File: src/rtl/core/spq_pkg.sv
// Shared types and constants for the sorted priority queue.
// No dependencies; used by spq_cell and sorted_priority_queue.
package spq_pkg;

    localparam int DefaultDepth = 16;
    localparam int ValueWidth   = 32;

    typedef enum logic {
        ACT_PUSH = 1'b0,
        ACT_POP  = 1'b1
    } t_action;

    typedef struct packed {
        logic                         action;
        logic signed [ValueWidth-1:0] value;
    } t_in_beat;

    typedef struct packed {
        logic signed [ValueWidth-1:0] smallest;
        logic                         is_empty;
        logic                         is_full;
        logic                         dropped;
    } t_out_beat;

    typedef struct packed {
        logic push;
        logic pop;
    } t_cell_ctl;

endpackage

File: src/rtl/core/sorted_priority_queue.sv
// Top level of the sorted priority queue: fill count, cell chain, result register.
// Depends on spq_pkg and spq_cell.
//
//  channel  | valid       | stall       | payload
//  ---------+-------------+-------------+---------------------
//  input    | i_in_valid  | o_in_stall  | i_in_data  (t_in_beat)
//  output   | o_out_valid | i_out_stall | o_out_data (t_out_beat)
//
// One beat per cycle while not stalled: every cell compares its entry with the
// pushed value in parallel and shifts in that cycle; the result is out next cycle.
// Reset clears the fill count and the result valid; entries need no clearing.
// Input stalls only while a result is held and the output side stalls.
module sorted_priority_queue
    import spq_pkg::*;
#(
    parameter int DEPTH = DefaultDepth
) (
    input  logic      i_clk,
    input  logic      i_rst_n,
    input  logic      i_in_valid,
    input  t_in_beat  i_in_data,
    output logic      o_in_stall,
    output logic      o_out_valid,
    output t_out_beat o_out_data,
    input  logic      i_out_stall
);

    localparam int CW = $clog2(DEPTH + 1);

    logic [CW-1:0] r_count;
    logic [CW-1:0] n_count;
    logic          r_out_valid;
    t_out_beat     r_out_data;
    t_out_beat     n_out_data;

    logic          w_accept;
    logic          w_full;
    logic          w_empty;
    logic          w_push;
    logic          w_pop;
    logic          w_drop;
    t_cell_ctl     w_ctl;

    logic                         w_gt    [DEPTH];
    logic signed [ValueWidth-1:0] w_entry [DEPTH];
    logic signed [ValueWidth-1:0] w_next  [DEPTH];

    assign o_in_stall = r_out_valid && i_out_stall;
    assign w_accept   = i_in_valid && !o_in_stall;
    assign w_full     = (r_count == CW'(DEPTH));
    assign w_empty    = (r_count == '0);
    assign w_push     = w_accept && (i_in_data.action == ACT_PUSH) && !w_full;
    assign w_pop      = w_accept && (i_in_data.action == ACT_POP) && !w_empty;
    assign w_drop     = w_accept && (i_in_data.action == ACT_PUSH) && w_full;
    assign w_ctl      = '{push: w_push, pop: w_pop};

    for (genvar g = 0; g < DEPTH; g++) begin : g_cell
        logic                         w_lgt;
        logic signed [ValueWidth-1:0] w_lent;
        logic signed [ValueWidth-1:0] w_rent;

        if (g == 0) begin : g_first
            assign w_lgt  = 1'b0;
            assign w_lent = i_in_data.value;
        end else begin : g_mid
            assign w_lgt  = w_gt[g-1];
            assign w_lent = w_entry[g-1];
        end

        if (g == DEPTH - 1) begin : g_last
            assign w_rent = w_entry[g];
        end else begin : g_inner
            assign w_rent = w_entry[g+1];
        end

        spq_cell u_cell (
            .i_clk         (i_clk),
            .i_ctl         (w_ctl),
            .i_value       (i_in_data.value),
            .i_occ         (CW'(g) < r_count),
            .i_left_gt     (w_lgt),
            .i_left_entry  (w_lent),
            .i_right_entry (w_rent),
            .o_gt          (w_gt[g]),
            .o_entry       (w_entry[g]),
            .o_next        (w_next[g])
        );
    end

    always_comb begin
        n_count = r_count;
        if (w_push) begin
            n_count = r_count + CW'(1);
        end else if (w_pop) begin
            n_count = r_count - CW'(1);
        end
        n_out_data.smallest = (n_count == '0) ? '0 : w_next[0];
        n_out_data.is_empty = (n_count == '0);
        n_out_data.is_full  = (n_count == CW'(DEPTH));
        n_out_data.dropped  = w_drop;
    end

    always_ff @(posedge i_clk) begin
        if (!i_rst_n) begin
            r_count     <= '0;
            r_out_valid <= 1'b0;
        end else begin
            r_count <= n_count;
            if (w_accept) begin
                r_out_valid <= 1'b1;
            end else if (!i_out_stall) begin
                r_out_valid <= 1'b0;
            end
        end
    end

    always_ff @(posedge i_clk) begin
        if (w_accept) begin
            r_out_data <= n_out_data;
        end
    end

    assign o_out_valid = r_out_valid;
    assign o_out_data  = r_out_data;

    a_count_range: assert property (@(posedge i_clk) disable iff (!i_rst_n)
        r_count <= CW'(DEPTH))
        else $error("fill count above depth");

    a_accept_gives_result: assert property (@(posedge i_clk) disable iff (!i_rst_n)
        w_accept |=> o_out_valid)
        else $error("accepted beat produced no result");

    a_drop_when_full: assert property (@(posedge i_clk) disable iff (!i_rst_n)
        (o_out_valid && o_out_data.dropped) |-> (o_out_data.is_full && !o_out_data.is_empty))
        else $error("drop reported while not full");

    a_empty_zero: assert property (@(posedge i_clk) disable iff (!i_rst_n)
        (o_out_valid && o_out_data.is_empty) |-> (o_out_data.smallest == '0))
        else $error("empty result carries nonzero value");

endmodule

File: src/rtl/core/spq_cell.sv
// One slot of the sorted store: holds an entry and shifts it to a neighbor.
// Depends on spq_pkg for the cell control struct and value width.
module spq_cell
    import spq_pkg::*;
(
    input  logic                         i_clk,
    input  t_cell_ctl                    i_ctl,
    input  logic signed [ValueWidth-1:0] i_value,
    input  logic                         i_occ,
    input  logic                         i_left_gt,
    input  logic signed [ValueWidth-1:0] i_left_entry,
    input  logic signed [ValueWidth-1:0] i_right_entry,
    output logic                         o_gt,
    output logic signed [ValueWidth-1:0] o_entry,
    output logic signed [ValueWidth-1:0] o_next
);

    logic signed [ValueWidth-1:0] r_entry;
    logic signed [ValueWidth-1:0] n_entry;

    assign o_gt    = !i_occ || (r_entry > i_value);
    assign o_entry = r_entry;
    assign o_next  = n_entry;

    always_comb begin
        n_entry = r_entry;
        if (i_ctl.push) begin
            if (o_gt && !i_left_gt) begin
                n_entry = i_value;
            end else if (o_gt) begin
                n_entry = i_left_entry;
            end
        end else if (i_ctl.pop) begin
            n_entry = i_right_entry;
        end
    end

    always_ff @(posedge i_clk) begin
        r_entry <= n_entry;
    end

endmodule
File: config.mk
export PLATFORM = sky130hd
export DESIGN_NAME = sorted_priority_queue
export DESIGN_NICKNAME = d
export VERILOG_FILES = /design/src/rtl/core/spq_pkg.sv /design/src/rtl/core/sorted_priority_queue.sv /design/src/rtl/core/spq_cell.sv
export SDC_FILE = /design/constraint.sdc
export NUM_CORES = 2
export LEC_CHECK = 0
export BUFFER_PORTS_ARGS = -buffer_cell sky130_fd_sc_hd__buf_2
export CAP_MARGIN = 10
export CORE_MARGIN = 1.5
export CORE_UTILIZATION = 45
export DETAILED_ROUTE_END_ITERATION = 8
export PLACE_DENSITY = 0.71
export SLEW_MARGIN = 20
export SYNTH_ARGS = -nofsm -noshare
export SYNTH_HDL_FRONTEND = slang
export SYNTH_SLANG_ARGS = --single-unit
File: constraint.sdc
create_clock -name i_clk -period 15 [get_ports i_clk]
set_input_delay 3 -clock i_clk [delete_from_list [all_inputs] [get_ports i_clk]]
set_output_delay 3 -clock i_clk [all_outputs]
set_load 0.01 [all_outputs]
==> reports/summary.txt <==
Status -> completed
GRT overflow -> 0
Post-synth ARST share -> 0
Post-CTS Resized -> 0
DP HPWL -> 101,500 um
Peak supply drop -> 0.07171 mV
Hold crit path type -> flip-flop to flip-flop
DRC viols -> 0
Max frequency -> 137.0 MHz
Vias/cell -> 6.964
WP data required -> 15,310 ps
Reg clk slew, reported paths -> 60 ps
TritonRoute pass-1 iters -> 6
Most frequent cells in the layout -> nand3_1, ha_1, edfxtp_1
CTS tree -> yes
Critical Path AT -> 7610 ps
Synth cell types -> 73
Initial antenna violation count -> 7
WL final -> 146,500 um
Post-synthesis mux area share -> 0.0005247
Initial Utilization -> 0.4566
Flops & latches, synth -> 553
Post-synthesis adder-cell area fraction -> 0.1590
Final setup viols -> 0
Slew Viols, Final -> 0
Worst Skew -> 20.83 ps
Fin. Hold Viols -> 0
Final #Nets -> 4,837
Clock Tree Buf Depth -> 3
Crit end category -> flip-flop
Fillcell total -> 8,032
First-pass GRT wire length -> 220,400 um
Main combinational cell family by area after synthesis -> compound AO/OA/AOI/OAI gates
Commonest non-fill, non-tap cell in the layout -> nand3_1
Lkg Pwr -> 17.23 nW
Final Util -> 0.4959
Internal power -> 0.003367 W
DP Cell Count -> 5,381
Post-CTS setup buffers -> 0
R2R Setup Slk -> 10,260 ps
Row count -> 109
Synth warn -> 0
All-Layer GR Usage -> 0.3108
P&R area growth vs syn -> 8.618%
Post-CTS Hold Buffers -> 0
Area share of the leading cell type in the synthesized netlist -> 0.3815
Routed len/inst -> 26.61 um
RSZ-0062 raised after global routing -> false
Syn Inst Count -> 4,397
Minimum clock period -> 7300 ps
Critical Path Start Type -> primary input
Place WS -> 7284 ps
Setup CP Type -> primary input to flip-flop
IO Count -> 74
Syn_area_per_cell -> 9.219 sq um
Comb power frac -> 0.263
Synth Flop Type -> edfxtp_1
ANT nets after route -> 0
Global placement routability congestion -> 0.9465
Pwr dens -> 117.8 mW/mm^2
Switching share of power -> 0.3509
Max H-tree Level -> 3
Post-synth EDFFs -> 515
Vias in the first global route -> 35,014
Clock sinks -> 553
Cts bufs inserted -> 66
Total Power -> 0.005187 W
Max_slew headroom -> 0.1944
Worst-Margin Slew -> 1204 ps
DR iter-0 viols -> 6,368
Clk Latency, worst-skew pair -> 610 ps
Cell taking the most area after synthesis -> edfxtp_1
Port bufs -> 73
Synth Area in XOR/XNOR -> 0.0004321
Clk pwr share -> 0.310
Post-Syn Area -> 0.04054 sq mm
Root buf cell -> clkbuf_16
Max Cap Viol -> 0
Largest cells by area after synthesis -> edfxtp_1, ha_1, nand3_1
Die ar. -> 0.09189 sq mm
Proportion of layout cells with a drive suffix above 1 -> 0.06782
Simple-gate share of the synthesized area -> 0.1730
Largest net degree at the start of global routing -> 150
Vias -> 38,352
Die X -> 303.1 um
Post-Syn Nets -> 4,949
Final worst slack -> 7700 ps
Total Neg Setup Slack -> 0 ps
NetSw -> 0.001820 W
Sequential power share -> 0.427
Die H -> 303.1 um
Period utilization -> 0.4867
Crit-path max FO -> 36
Layout Cells excl Fill -> 5,507
Synth Area in Compound Gates -> 0.2245
Core Area -> 0.08878 sq mm
Post-synthesis sequential area ratio -> 0.4003
cells in the mapped netlist (24+ instances only):
library cell	number
o211ai_1	349
dfxtp_1	38
a211oi_1	46
a221o_1	72
clkbuf_1	254
ha_1	515
o21ai_0	183
nor3_1	47
nand3_1	530
o21ai_1	30
a2111oi_0	42
a21oi_1	371
nor2_1	227
a31oi_1	133
nand2_1	486
a21o_1	85
edfxtp_1	515
nor2b_1	26
nor4_1	24
inv_1	100
nand4_1	104
buf_1	29
buf_2	42
stage by stage:
stage / hold WS, ps / instance area [sq um]
2_1_floorplan: 463.0 / 40540
3_3_place_gp: 488.0 / 41910
3_5_place_dp: 492.9 / 41910
4_1_cts: 503.5 / 43980
5_1_grt: 523.8 / 44030
6_report: 505.5 / 44030
power groups by stage:
stage	clock network [W]	registers (W)	logic [W]
after global routing	0.00167	0.00223	0.00149
after CTS	0.00162	0.00220	0.00133
after floorplan	0	0.00214	0.000899
final	0.00161	0.00221	0.00136
after detailed placement	0	0.00223	0.00132
after global placement	0	0.00223	0.00128
registers in the layout, summed over array words and instances (netlist names):
register	count
g_cell.u_cell.o_entry	512
o_out_data	35
o_out_valid	1
r_count	5
area by class of cell:
class | count | area [sq um] | area share
well taps | 1165 | 1458 | 0.03311
clock buffers | 96 | 1891 | 0.04294
repair buffers | 151 | 983.4 | 0.02234
diodes | 7 | 17.52 | 0.0003978
multi-input cells | 3413 | 22900 | 0.5201
inverters | 100 | 375.4 | 0.008525
flip-flops and latches | 553 | 16230 | 0.3685
clock inverters | 22 | 178.9 | 0.004064
worst max-delay path: stages:
cell	delay [ps]
buf_2	140
inv_1	640
ha_1	380
a21oi_1	160
o21ai_0	160
a221oi_1	600
nor3b_1	110
a2111oi_0	790
or2_2	640
buf_4	510
o21ai_2	100
buf_4	300
kinds of logic after synthesis:
| kind of cell | Yosys count |
|---|---|
| xor+xnor | 2 |
| simple gates | 1509 |
| buf+inv | 431 |
| fa+ha+maj | 515 |
| compound gates | 1385 |
| flops | 553 |
| mux | 2 |
routing by layer:
layer,track usage,vias to the layer above,share of wire
met5,0,-,0
met4,0.1381,0,0.045
met3,0.05947,361,0.12
met2,0.4583,2835,0.43
met1,0.4415,18248,0.40
li1,-,16908,-
final timing paths:
kind	start	end	cells after the start
setup / recovery	i_in_data[7]	g_cell[13].u_cell.o_entry[20]$_DFFE_PP_	12
hold / removal	g_cell[0].u_cell.o_entry[21]$_DFF_P_	g_cell[0].u_cell.o_entry[21]$_DFF_P_	2
setup reg to reg	r_count[1]$_SDFF_PN0_	g_cell[6].u_cell.o_entry[0]$_DFFE_PP_	9
hold reg to reg	g_cell[0].u_cell.o_entry[21]$_DFF_P_	g_cell[0].u_cell.o_entry[21]$_DFF_P_	2
Power figures use the tool's default switching activity.
